### config.mk
export PLATFORM = sky130hd
export DESIGN_NAME = uri_percent_decoder
export DESIGN_NICKNAME = d
export VERILOG_FILES = /design/src/hw/rtl/upd_pkg.sv /design/src/hw/rtl/uri_percent_decoder.sv /design/src/hw/rtl/upd_step.sv
export VERILOG_INCLUDE_DIRS = /design/src /design/src/hw/rtl
export SDC_FILE = /design/constraint.sdc
export NUM_CORES = 1
export LEC_CHECK = 0
export BUFFER_PORTS_ARGS = -buffer_cell sky130_fd_sc_hd__buf_2
export CAP_MARGIN = 20
export CORE_UTILIZATION = 30
export DETAILED_ROUTE_END_ITERATION = 12
export HOLD_SLACK_MARGIN = 0.06
export PLACE_DENSITY = 0.56
export REMOVE_ABC_BUFFERS = 1
export SLEW_MARGIN = 15
export SYNTH_ARGS = -nofsm -noshare
export SYNTH_HDL_FRONTEND = slang
export SYNTH_SLANG_ARGS = --single-unit
### constraint.sdc
create_clock -name i_clk -period 2.1 [get_ports i_clk]
set_input_delay 0.525 -clock i_clk [delete_from_list [all_inputs] [get_ports i_clk]]
set_output_delay 0.525 -clock i_clk [all_outputs]
set_load 0.01 [all_outputs]
### src/hw/rtl/uri_percent_decoder_macros.svh
// Assertion macros used by the decoder RTL.
`ifndef URI_PERCENT_DECODER_MACROS_SVH
`define URI_PERCENT_DECODER_MACROS_SVH

// Same-cycle implication, disabled while reset is asserted.
`define UPD_ASSERT_NOW(lbl, clk, rst_n, ante, cons, msg) \
    lbl: assert property (@(posedge clk) disable iff (!(rst_n)) (ante) |-> (cons)) \
        else $error(msg);

// Next-cycle implication, disabled while reset is asserted.
`define UPD_ASSERT_NEXT(lbl, clk, rst_n, ante, cons, msg) \
    lbl: assert property (@(posedge clk) disable iff (!(rst_n)) (ante) |=> (cons)) \
        else $error(msg);

`endif

### src/hw/rtl/upd_pkg.sv
package upd_pkg;

    typedef enum logic [1:0] {
        PH_PLAIN = 2'd0,
        PH_HIGH  = 2'd1,
        PH_LOW   = 2'd2
    } t_phase;

    localparam logic [1:0] ST_OK       = 2'd0;
    localparam logic [1:0] ST_NO_DIGIT = 2'd1;
    localparam logic [1:0] ST_ONE_DIG  = 2'd2;
    localparam logic [1:0] ST_BAD_HEX  = 2'd3;

    localparam logic [7:0] CH_PERCENT = 8'h25;
    localparam logic [7:0] CH_PLUS    = 8'h2B;
    localparam logic [7:0] CH_QUEST   = 8'h3F;
    localparam logic [7:0] CH_SPACE   = 8'h20;
    localparam logic [7:0] CH_ZERO    = 8'h30;
    localparam logic [7:0] CH_NINE    = 8'h39;
    localparam logic [7:0] CH_UP_A    = 8'h41;
    localparam logic [7:0] CH_UP_F    = 8'h46;
    localparam logic [7:0] CH_LO_A    = 8'h61;
    localparam logic [7:0] CH_LO_F    = 8'h66;
    localparam logic [7:0] HEX_TEN    = 8'd10;

    typedef struct packed {
        t_phase     phase;
        logic [7:0] high_char;
        logic       in_query;
        logic       dropping;
    } t_state;

    localparam t_state STATE_IDLE = '{phase: PH_PLAIN, high_char: 8'h00,
                                      in_query: 1'b0, dropping: 1'b0};

    typedef struct packed {
        logic       vld;
        logic [7:0] out_byte;
        logic [1:0] status;
        logic       eos;
    } t_result;

    typedef struct packed {
        logic       ok;
        logic [3:0] val;
    } t_hex;

    function automatic t_hex hex_value(input logic [7:0] c);
        t_hex h;
        h.ok  = 1'b1;
        h.val = 4'h0;
        if (c >= CH_ZERO && c <= CH_NINE) begin
            h.val = 4'(c - CH_ZERO);
        end else if (c >= CH_UP_A && c <= CH_UP_F) begin
            h.val = 4'(c - CH_UP_A + HEX_TEN);
        end else if (c >= CH_LO_A && c <= CH_LO_F) begin
            h.val = 4'(c - CH_LO_A + HEX_TEN);
        end else begin
            h.ok = 1'b0;
        end
        return h;
    endfunction

endpackage

### src/hw/rtl/uri_percent_decoder.sv
// Streaming URI percent-decoder. Raw bytes of an encoded string enter one byte
// per cycle while o_in_ready is high, with i_last_of_string marking the final
// byte. A '%' followed by two hex digits of either case gives one decoded byte,
// and after a raw '?' a '+' decodes to a space when the plus-to-space register
// (APB address 0, bit 0) is set. A percent sequence gives no word until its
// low digit arrives. Errors come out as one word with a nonzero o_status and
// o_end_of_string set: 1 for a percent on the last byte, 2 for a single digit
// before the end, 3 for a non-hex digit (checked once both digits are in).
// After an error the rest of the string is dropped without output through its
// last byte. Each byte passes through an input register and a result register
// with combinational decode logic between them, so the block sustains one byte
// per cycle while the output is taken; o_out_valid rises once the byte that
// completes a word has passed both registers. The input side keeps accepting
// while a finished word waits at the output, and stalls only when both
// registers are full.
`include "uri_percent_decoder_macros.svh"

module uri_percent_decoder (
    input  logic        i_clk,
    input  logic        i_rst_n,

    input  logic        i_in_valid,
    output logic        o_in_ready,
    input  logic [7:0]  i_in_byte,
    input  logic        i_last_of_string,

    output logic        o_out_valid,
    input  logic        i_out_ready,
    output logic [7:0]  o_out_byte,
    output logic [1:0]  o_status,
    output logic        o_end_of_string,

    input  logic        psel,
    input  logic        penable,
    input  logic        pwrite,
    input  logic [2:0]  paddr,
    input  logic [31:0] pwdata,
    output logic [31:0] prdata,
    output logic        pready
);

    // Configuration register. Only address bit 2 is decoded: it picks the
    // register, and the low two bits are ignored.
    logic r_plus_space;
    logic cfg_wr;

    assign pready = 1'b1;
    assign cfg_wr = psel && penable && pwrite;
    assign prdata = (paddr[2] == 1'b0) ? {31'd0, r_plus_space} : 32'd0;

    always_ff @(posedge i_clk) begin
        if (!i_rst_n) begin
            r_plus_space <= 1'b0;
        end else if (cfg_wr && paddr[2] == 1'b0) begin
            r_plus_space <= pwdata[0];
        end
    end

    // Input register stage.
    logic       r_in_vld;
    logic [7:0] r_in_byte;
    logic       r_in_last;

    // Decoder state, advanced once per byte taken from the input register.
    upd_pkg::t_state  r_state;
    upd_pkg::t_state  n_state;
    upd_pkg::t_result step_res;

    // Result register.
    logic       r_out_vld;
    logic [7:0] r_out_byte;
    logic [1:0] r_out_status;
    logic       r_out_eos;

    logic fire;

    // A byte leaves the input register when the result register is free or
    // is being emptied in this cycle.
    assign fire       = r_in_vld && (!r_out_vld || i_out_ready);
    assign o_in_ready = !r_in_vld || fire;

    upd_step u_step (
        .i_state      (r_state),
        .i_byte       (r_in_byte),
        .i_last       (r_in_last),
        .i_plus_space (r_plus_space),
        .o_state      (n_state),
        .o_result     (step_res)
    );

    always_ff @(posedge i_clk) begin
        if (!i_rst_n) begin
            r_in_vld <= 1'b0;
        end else if (o_in_ready) begin
            r_in_vld <= i_in_valid;
        end
    end

    always_ff @(posedge i_clk) begin
        if (o_in_ready && i_in_valid) begin
            r_in_byte <= i_in_byte;
            r_in_last <= i_last_of_string;
        end
    end

    always_ff @(posedge i_clk) begin
        if (!i_rst_n) begin
            r_state <= upd_pkg::STATE_IDLE;
        end else if (fire) begin
            r_state <= n_state;
        end
    end

    always_ff @(posedge i_clk) begin
        if (!i_rst_n) begin
            r_out_vld <= 1'b0;
        end else if (fire && step_res.vld) begin
            r_out_vld <= 1'b1;
        end else if (i_out_ready) begin
            r_out_vld <= 1'b0;
        end
    end

    always_ff @(posedge i_clk) begin
        if (fire && step_res.vld) begin
            r_out_byte   <= step_res.out_byte;
            r_out_status <= step_res.status;
            r_out_eos    <= step_res.eos;
        end
    end

    assign o_out_valid     = r_out_vld;
    assign o_out_byte      = r_out_byte;
    assign o_status        = r_out_status;
    assign o_end_of_string = r_out_eos;

    // Terms used by the checks below.
    logic err_out;
    logic err_shape;
    logic drop_fire;
    logic last_fire;
    logic word_fire;
    logic st_idle;

    assign err_out   = r_out_vld && r_out_status != upd_pkg::ST_OK;
    assign err_shape = r_out_eos && r_out_byte == 8'h00;
    assign drop_fire = fire && r_state.dropping;
    assign last_fire = fire && r_in_last;
    assign word_fire = fire && step_res.vld;
    assign st_idle   = (r_state == upd_pkg::STATE_IDLE);

    // An error word always closes the string and carries a zero byte.
    `UPD_ASSERT_NOW(a_err_closes, i_clk, i_rst_n, err_out, err_shape, "error word without eos")

    // Nothing is produced while the rest of a failed string is skipped.
    `UPD_ASSERT_NOW(a_drop_silent, i_clk, i_rst_n, drop_fire, !step_res.vld, "word while dropping")

    // The last byte of a string returns the decoder to its idle state.
    `UPD_ASSERT_NEXT(a_last_clears, i_clk, i_rst_n, last_fire, st_idle, "state not cleared")

    // A decoded word reaches the output register in the following cycle.
    `UPD_ASSERT_NEXT(a_word_lands, i_clk, i_rst_n, word_fire, o_out_valid, "decoded word lost")

endmodule

### src/hw/rtl/upd_step.sv
// Next-state and result logic for one raw byte.
module upd_step (
    input  upd_pkg::t_state  i_state,
    input  logic [7:0]       i_byte,
    input  logic             i_last,
    input  logic             i_plus_space,
    output upd_pkg::t_state  o_state,
    output upd_pkg::t_result o_result
);

    upd_pkg::t_hex hv;
    upd_pkg::t_hex lv;
    logic          query_now;

    assign hv        = upd_pkg::hex_value(i_state.high_char);
    assign lv        = upd_pkg::hex_value(i_byte);
    assign query_now = i_state.in_query | (i_byte == upd_pkg::CH_QUEST);

    always_comb begin
        o_state  = i_state;
        o_result = '{vld: 1'b0, out_byte: 8'h00, status: upd_pkg::ST_OK, eos: 1'b0};

        if (i_state.dropping) begin
            if (i_last) begin
                o_state = upd_pkg::STATE_IDLE;
            end
        end else begin
            case (i_state.phase)
                upd_pkg::PH_HIGH: begin
                    if (i_last) begin
                        o_state  = upd_pkg::STATE_IDLE;
                        o_result = '{vld: 1'b1, out_byte: 8'h00,
                                     status: upd_pkg::ST_ONE_DIG, eos: 1'b1};
                    end else begin
                        o_state.high_char = i_byte;
                        o_state.phase     = upd_pkg::PH_LOW;
                    end
                end
                upd_pkg::PH_LOW: begin
                    o_state.phase     = upd_pkg::PH_PLAIN;
                    o_state.high_char = 8'h00;
                    if (!hv.ok || !lv.ok) begin
                        o_state.dropping = !i_last;
                        o_result = '{vld: 1'b1, out_byte: 8'h00,
                                     status: upd_pkg::ST_BAD_HEX, eos: 1'b1};
                    end else begin
                        o_result = '{vld: 1'b1, out_byte: {hv.val, lv.val},
                                     status: upd_pkg::ST_OK, eos: i_last};
                    end
                    if (i_last) begin
                        o_state = upd_pkg::STATE_IDLE;
                    end
                end
                default: begin
                    o_state.in_query = query_now;
                    if (query_now && i_plus_space && i_byte == upd_pkg::CH_PLUS) begin
                        o_result = '{vld: 1'b1, out_byte: upd_pkg::CH_SPACE,
                                     status: upd_pkg::ST_OK, eos: i_last};
                    end else if (i_byte == upd_pkg::CH_PERCENT) begin
                        if (i_last) begin
                            o_result = '{vld: 1'b1, out_byte: 8'h00,
                                         status: upd_pkg::ST_NO_DIGIT, eos: 1'b1};
                        end else begin
                            o_state.phase = upd_pkg::PH_HIGH;
                        end
                    end else begin
                        o_result = '{vld: 1'b1, out_byte: i_byte,
                                     status: upd_pkg::ST_OK, eos: i_last};
                    end
                    if (i_last) begin
                        o_state = upd_pkg::STATE_IDLE;
                    end
                end
            endcase
        end
    end

endmodule
==> summary.log, run 1 <==
INFO  outcome        outcome=finished clean
INFO  critical_path  setup.worst_path.start_class=flip-flop
INFO  sta            rsz_0062_raised_after_global_routing=true
INFO  die            chipHeight=87.2um
INFO  route          detailedRoute.firstPassIterationCount=4
INFO  logic_synthesis flip_flop_and_latch_count_after_synthesis=35
INFO  critical_path  crit_path_cell_trace=or3b_4, a211oi_4, a31oi_2, a2111o_1, a21oi_1
INFO  place          post-dp-hpwl=3.47mm
INFO  final_layout   finish.cell_count_without_fillers=385
INFO  final_layout   fillCellCount=726
INFO  route          drt_drc_violations_left=0
INFO  cts            clock-sinks=35
INFO  die            fp-row-count=30
INFO  logic_synthesis synthesis.area=2180um2
INFO  logic_synthesis synth_top_area_share=27.6%
INFO  critical_path  worst_path_class_setup=flip-flop to flip-flop
INFO  route          viasPerCell=4.56
INFO  die            placeableCoreArea=6910um2
INFO  route          drtAntennaViolNets=0
INFO  sta            final_critical_path_setup_slack=108ps
INFO  logic_synthesis synth_sequential_area_ratio=41.3%
INFO  route          route.vias.total=1754
INFO  critical_path  max_incr_delay_on_cp=450ps
INFO  logic_synthesis yosys_most_used_dff=edfxtp_1
INFO  die            floorplan.io_pins=97
INFO  cts            cts_tree=built
INFO  route          detailroute.wirelength.met2=1.89mm
INFO  grt            pin_count_of_the_biggest_net_entering_global_routing=17
INFO  sta            final-setup-viol-count=0
INFO  grt            grt_pass1_wl=7.25mm
INFO  flow_run       maxCapViolations=0
INFO  die            start_util=31.6%
INFO  logic_synthesis synth_largest_area_cell=edfxtp_1
INFO  sta            setup_tns=0ps
INFO  sta            slew_headroom=48.6%
INFO  pwr            power_per_cell_area=576nW/um2
INFO  grt            gr-total-overflow=0
INFO  final_layout   post-route-util=37.8%
INFO  final_layout   fraction_of_final_layout_cells_sized_beyond_drive_strength_1=26.3%
INFO  logic_synthesis ys.warnings.count=0
INFO  pwr            highest_ir_drop_seen_on_vdd=366uV
INFO  route          routed_wire_length=4.44mm
INFO  grt            antenna_found_initial=0
INFO  logic_synthesis synthesis.instances=236
INFO  critical_path  worst-endpoint-arrival=2120ps
INFO  pwr            power_leakage=1.06nW
INFO  critical_path  cp.buffers_inverters=0
INFO  logic_synthesis count_of_flip_flops_with_a_built_in_enable_after_synthesis=20
INFO  die            floorplan.die_area=7610um2
INFO  sta            final.setup_skew=6.45ps
INFO  logic_synthesis post_synth_main_area_contributors=edfxtp_1 28%, dfxtp_1 14%, buf_4 11%
INFO  grt            all_layer_gr_usage=12.5%
INFO  grt            number_of_global_route_vias_before_repair=1553
INFO  critical_path  critical_path.max_fanout=4
INFO  place          placed_instances=377
INFO  cts            clock_latency_reported_for_the_late_side_of_the_worst_skew_pair=290ps
INFO  final_layout   area_growth_syn_to_layout=19.6%
INFO  logic_synthesis syn-mean-instance-area=9.24um2
INFO  route          wl_met3=268um
INFO  critical_path  critical_path.top_delay_family=compound AO/OA/AOI/OAI gates
INFO  sta            finalHoldViolCount=0
INFO  place          io_buffer_count=31
INFO  route          routedWlPerCell=11.5um
INFO  final_layout   diodes=0
INFO  route          dr.first_iter.drc_count=94
INFO  sta            tightestPinTransition=771ps
INFO  place          gp_congestion=0.749
INFO  route          top_signal_layer_used=met4
INFO  final_layout   nets=348
INFO  logic_synthesis yosysUniqueCellTypes=49
INFO  sta            timing_max_transition_violations_final=0
INFO  die            die_x=87.2um
INFO  place          preCtsSetupSlack=63.1ps
INFO  cts            cts_buffers=5
INFO  cts            htree_num_levels=2
INFO  cts            root_buffer=clkbuf_8
INFO  sta            layout_worst_path_cycle_share=94.8%
INFO  cts            clock_tree.buffer_depth=2
INFO  hold_path      worst_hold_path_type=primary input to flip-flop
INFO  critical_path  critPathRequiredTime=2230ps
INFO  critical_path  slowest_stage=or3b_4
INFO  logic_synthesis ys_async_sr_fraction=0%
INFO  route          wl_met1=2.24mm
INFO  sta            max_freq=502MHz
INFO  critical_path  kind_of_capture_point_of_the_worst_setup_path=flip-flop
INFO  cts            cts_clock_pin_slew_for_the_worst_setup_and_hold_paths=70ps
INFO  sta            final_period_minus_worst_setup_slack=1990ps
## worst register-to-register path, stage by stage (launching register included)
cell and delay [ps]:
edfxtp_1 390, or3b_4 450, a211oi_4 330, a31oi_2 90
a2111o_1 400, a21oi_1 180
## flip-flops by register name, indices dropped and copies added (netlist names), 2 cells and up
register and count:
o_status 2, r_in_byte 8, r_state 12, o_out_byte 8
## cell type report
cell class / instances / area, um2 / share of cell area (%)
multi-input cells: 175 / 1080 / 41.4
flip-flops and latches: 35 / 901 / 34.5
repair buffers: 57 / 350 / 13.4
well taps: 96 / 120 / 4.61
clock buffers: 7 / 97.6 / 3.74
inverters: 14 / 52.6 / 2.02
clock inverters: 1 / 6.26 / 0.240
## where the power goes
| part | internal [mW] | leakage, nW | switching [mW] |
|---|---|---|---|
| logic | 0.0706 | 0.695 | 0.116 |
| registers | 0.754 | 0.312 | 0.0131 |
| clock network | 0.307 | 0.0539 | 0.242 |
| total | 1.13 | 1.06 | 0.371 |
## per-layer routing
metal  up-vias  GRT usage, %
met5         -             0
met4         0          4.62
met3         4          3.70
met2        70          18.2
met1       790          17.3
li1        890             -
## cells by family after synthesis
logic type      synth area share [%]
fa+ha+maj                       5.17
buf+inv                         15.2
mux                            0.976
xor+xnor                       0.402
other cells                    0.345
flops                           41.3
simple gates                    16.9
compound gates                  19.7
## cell usage in the layout (no fill, tap or decap), types with 6 or more instances in the layout
cell      count
conb_1       32
buf_2        31
buf_4        26
nand2_1      24
a21oi_1      21
edfxtp_1     20
dfxtp_1      15
nand3_1      14
inv_1        13
ha_1          9
o21ai_0       7
nor2_1        6
nor3_1        6
## worst paths after layout
path / from / end / slack, ps / cells after the start
hold / removal: i_in_byte[0] / r_in_byte[0]$_DFFE_PP_ / 410 / 1
hold reg to reg: r_state[7]$_SDFFE_PN0P_ / r_state[7]$_SDFFE_PN0P_ / 450 / 2
setup reg to reg: r_in_byte[7]$_DFFE_PP_ / o_out_byte[6]$_SDFFCE_PP0P_ / 110 / 5
setup / recovery: r_in_byte[7]$_DFFE_PP_ / o_out_byte[6]$_SDFFCE_PP0P_ / 110 / 5
## Yosys cell counts (2+ instances only)
| master | number |
|---|---|
| nand4_1 | 2 |
| o21ai_0 | 7 |
| dfxtp_1 | 15 |
| edfxtp_1 | 20 |
| nor2_1 | 6 |
| buf_4 | 32 |
| a31oi_1 | 4 |
| conb_1 | 2 |
| nand2_1 | 24 |
| o21a_1 | 5 |
| nor4b_1 | 3 |
| a211oi_1 | 2 |
| and3_1 | 2 |
| o21bai_1 | 2 |
| inv_1 | 14 |
| nor3_1 | 6 |
| a31o_2 | 2 |
| o2111ai_1 | 4 |
| nand3_1 | 14 |
| a21oi_1 | 21 |
| ha_1 | 9 |
| clkbuf_1 | 10 |
| nor2b_1 | 4 |
## timing repair
item | CTS | global route
resized for setup | 0 | 4
setup buffers | 0 | 0
hold buffers | 0 | 0
endpoints found under the setup margin | 0 | 11
## per-stage QoR
stage	power, mW	instance area (um2)	hold WS [ps]
floorplan	0.890	2010	432
global placement	0.965	2480	448
detailed placement	0.967	2480	448
CTS	1.52	2590	396
global route	1.59	2610	386
finish	1.50	2610	406
Note: power is estimated with default switching activity, not from simulation.
==> run 2: changes to the inputs <==
- ABC_AREA: not set -> 1
==> run 2 against run 1 <==
Effect of this change:
- clock skew about the same
- die area grew 2.4%
- routed wire length down 6.2%
- non-clock buffer count is 20 lower
- critical path type unchanged
- worst setup slack better by 130 ps
- area after synthesis increased by 2.5%
- highest routed layer unchanged
- clock-buffer cell count shrank 2
- register-to-register slack improved by 130 ps
- worst hold slack lost 1.4 ps
==> summary.log, run 2 <==
INFO  outcome        outcome=finished clean
INFO  route          routed_wire_length=4.16mm [-6.2%]
INFO  sta            finalHoldViolCount=0 [unchanged]
INFO  final_layout   fillCellCount=791 [+9.0%]
INFO  sta            final-setup-viol-count=0 [unchanged]
INFO  sta            slew_headroom=66.7% [+18 points]
INFO  cts            postCtsHoldBufs=0 [unchanged]
INFO  cts            clock_tree.buffer_depth=2 [unchanged]
INFO  critical_path  max_incr_delay_on_cp=490ps [+40 ps]
INFO  logic_synthesis synthMostInstantiatedCell=nand2_1
INFO  grt            grt_pass1_wl=6.92mm [-4.5%]
INFO  place          placed_instances=407 [+8.0%]
INFO  critical_path  r2r_end=o_out_byte[7]$_SDFFCE_PP0P_
INFO  route          dr.first_iter.drc_count=120 [+28%]
INFO  sta            setup_tns=0ps [unchanged]
INFO  die            floorplan.io_pins=97 [unchanged]
INFO  critical_path  worst_path_class_setup=flip-flop to flip-flop
INFO  final_layout   area.sequential=901um2 [unchanged]
INFO  cts            clock_latency_reported_for_the_late_side_of_the_worst_skew_pair=290ps [about the same]
INFO  sta            max_freq=537MHz [+7.0%]
INFO  sta            tightestPinTransition=499ps [-271 ps]
INFO  die            die_x=88.3um [+1.2%]
INFO  grt            gr-total-overflow=0 [unchanged]
INFO  die            floorplan.die_area=7790um2 [+2.4%]
INFO  pwr            power_leakage=1.16nW [+9.8%]
INFO  place          io_buffer_count=31 [unchanged]
INFO  grt            number_of_global_route_vias_before_repair=1534 [-1.2%]
INFO  route          drtAntennaViolNets=0 [unchanged]
INFO  final_layout   multiInputGateArea=1040um2 [-3.4%]
INFO  final_layout   area_growth_syn_to_layout=11.7%
INFO  critical_path  cp.buffers_inverters=1 [+1]
INFO  logic_synthesis synth_largest_area_cell=edfxtp_1
INFO  sta            final_period_minus_worst_setup_slack=1860ps [-131 ps]
INFO  hold_path      worst_hold_path_type=primary input to flip-flop
INFO  final_layout   mostFrequentLayoutCells=54 x nand2_1, 36 x inv_1, 32 x conb_1, 31 x buf_2, 29 x nor2_1
INFO  critical_path  critical-path-top-cell-by-count=nor2_1
INFO  final_layout   fraction_of_final_layout_cells_sized_beyond_drive_strength_1=19.7% [-6.5 points]
INFO  logic_synthesis syn-mean-instance-area=7.98um2 [-14%]
INFO  logic_synthesis post_synth_main_area_contributors=edfxtp_1 27%, dfxtp_1 13%, buf_4 11%
INFO  die            chipHeight=88.3um [+1.2%]
INFO  logic_synthesis synthTopCellsByCount=54 x nand2_1, 36 x inv_1, 32 x buf_4
INFO  pwr            highest_ir_drop_seen_on_vdd=292uV [-20%]
INFO  cts            htree_num_levels=2 [unchanged]
INFO  critical_path  kind_of_capture_point_of_the_worst_setup_path=flip-flop
INFO  final_layout   largest_register_ffs=12 [unchanged]
INFO  place          gp_congestion=0.911 [+22%]
INFO  route          routedWlPerCell=9.95um [-14%]
INFO  hold_path      hold_path_end=r_in_byte[2]$_DFFE_PP_
INFO  final_layout   final_common_cell=nand2_1
INFO  critical_path  slowest_stage=edfxtp_1
INFO  logic_synthesis yosys_most_used_dff=edfxtp_1
INFO  final_layout   largest-register=r_state
INFO  logic_synthesis flip_flop_and_latch_count_after_synthesis=35 [unchanged]
INFO  sta            final.setup_skew=6.83ps [+0.381 ps]
INFO  final_layout   diodes=0 [unchanged]
INFO  final_layout   finish.cell_count_without_fillers=418 [+8.6%]
INFO  final_layout   nets=378 [+8.6%]
INFO  sta            timing_max_transition_violations_final=0 [unchanged]
INFO  die            fp-row-count=31 [+3.3%]
INFO  cts            cts_tree=built
INFO  critical_path  worst-r2r-setup-slack=240ps [+130 ps]
INFO  logic_synthesis yosysUniqueCellTypes=36 [-27%]
INFO  hold_path      hold_depth=1 [unchanged]
INFO  flow_run       maxCapViolations=0 [unchanged]
INFO  logic_synthesis synth_sequential_area_ratio=40.3% [-1.0 points]
INFO  critical_path  crit_path_cell_trace=inv_1, ha_1, o21ai_0, nand2_1, nand2_4, nand2_4, nand3_2, nor2_1, nor2_1, nor2_1
INFO  sta            layout_worst_path_cycle_share=88.6% [-6.2 points]
INFO  pwr            power_per_cell_area=596nW/um2 [+3.6%]
INFO  critical_path  critical_path.max_fanout=8 [+4]
INFO  critical_path  worst_r2r_startpoint=r_in_byte[1]$_DFFE_PP_
INFO  grt            antenna_found_initial=0 [unchanged]
INFO  critical_path  critPathRequiredTime=2130ps [-100 ps]
INFO  route          detailedRoute.firstPassIterationCount=4 [unchanged]
INFO  die            start_util=31.0% [-0.60 points]
INFO  logic_synthesis synthesis.instances=280 [+19%]
INFO  grt            pin_count_of_the_biggest_net_entering_global_routing=15 [-2]
INFO  logic_synthesis count_of_flip_flops_with_a_built_in_enable_after_synthesis=20 [unchanged]
INFO  critical_path  worst-endpoint-arrival=1890ps [-230 ps]
INFO  place          post-dp-hpwl=3.29mm [-5.4%]
INFO  cts            root_buffer=clkbuf_8
INFO  critical_path  setup.worst_path.start_class=flip-flop
INFO  critical_path  timing.reg2reg.worst_path_depth=10 [+5]
INFO  cts            clock-sinks=35 [unchanged]
INFO  route          drt_drc_violations_left=0 [unchanged]
INFO  die            placeableCoreArea=7210um2 [+4.5%]
INFO  logic_synthesis ys_async_sr_fraction=0% [unchanged]
INFO  logic_synthesis synth_top_area_share=26.9% [-0.66 points]
INFO  hold_path      min_from=i_in_byte[2]
INFO  route          route.vias.total=1755 [+0.057%]
INFO  cts            cts_buffers=5 [unchanged]
INFO  route          viasPerCell=4.20 [-7.8%]
INFO  logic_synthesis synthesis.area=2230um2 [+2.5%]
INFO  logic_synthesis ys.warnings.count=0 [unchanged]
INFO  sta            rsz_0062_raised_after_global_routing=false
INFO  cts            cts_clock_pin_slew_for_the_worst_setup_and_hold_paths=70ps [about the same]
INFO  critical_path  critical_path.top_delay_family=simple AND/OR/NAND/NOR gates
INFO  grt            all_layer_gr_usage=11.6% [-0.81 points]
-- run 2: area by class of cell --
| type | count | area share (%) |
|---|---|---|
| multi-input combinational | 201 | 41.8 |
| sequential | 35 | 36.1 |
| timing repair buffer | 37 | 8.02 |
| inverter | 38 | 5.72 |
| tap | 99 | 4.96 |
| clock buffer | 5 | 2.76 |
| clock inverter | 3 | 0.602 |
-- run 2: per-stage QoR --
stage	setup WS (ps)	hold slack (ps)	cell area, um2	utilization [%]	power [mW]
3_5_place_dp	161	465	2390	33.1	1.03
4_1_cts	150	396	2470	34.3	1.50
3_3_place_gp	201	461	2390	33.1	1.02
6_report	239	404	2490	34.6	1.49
5_1_grt	0.731	386	2490	34.6	1.57
2_1_floorplan	330	445	2090	-	0.956
-- run 2: what timing repair did --
action	CTS	global route
setup endpoints to repair	0	8
buffers inserted	0	3
resized for setup	0	0
-- run 2: worst max path at each step --
| stage | endpoint | depth (start not counted) | start |
|---|---|---|---|
| 2_1_floorplan | o_end_of_string$_SDFFCE_PP0P_ | 6 | r_state[10]$_SDFFE_PN0P_ |
| 3_3_place_gp | o_out_byte[3]$_SDFFCE_PP0P_ | 10 | r_in_byte[0]$_DFFE_PP_ |
| 3_5_place_dp | o_out_byte[7]$_SDFFCE_PP0P_ | 10 | r_in_byte[0]$_DFFE_PP_ |
| 4_1_cts | o_out_byte[7]$_SDFFCE_PP0P_ | 10 | r_in_byte[0]$_DFFE_PP_ |
| 5_1_grt | o_out_byte[7]$_SDFFCE_PP0P_ | 10 | r_in_byte[1]$_DFFE_PP_ |
| 6_report | o_out_byte[7]$_SDFFCE_PP0P_ | 10 | r_in_byte[1]$_DFFE_PP_ |
-- run 2: power breakdown --
group	switching (mW)	total (mW)	internal, mW
clock	0.247	0.474	0.227
sequential	0.0299	0.795	0.765
combinational	0.142	0.220	0.0778
total	0.419	1.49	1.07
-- run 2: kinds of logic (layout without fill, tap and decap cells) --
group	count (synthesis)	in the layout	share of synthesized area, %
AND/OR/NAND/NOR	123	123	25.9
buffers and inverters	74	83	18.0
AO/OA/AOI/OAI	35	35	9.64
flip-flops	35	35	40.3
adder cells (fa/ha/maj)	9	9	5.04
other	2	32	0.336
XOR/XNOR	2	2	0.784
-- run 2: routing by layer --
layer  global-route usage [%]  part of all wire [%]  vias up
li1                         -                     -      918
met1                     15.7                    49      768
met2                     18.0                    44       65
met3                     3.45                   6.8        4
met4                     3.67                  0.75        0
met5                        0                     0        -
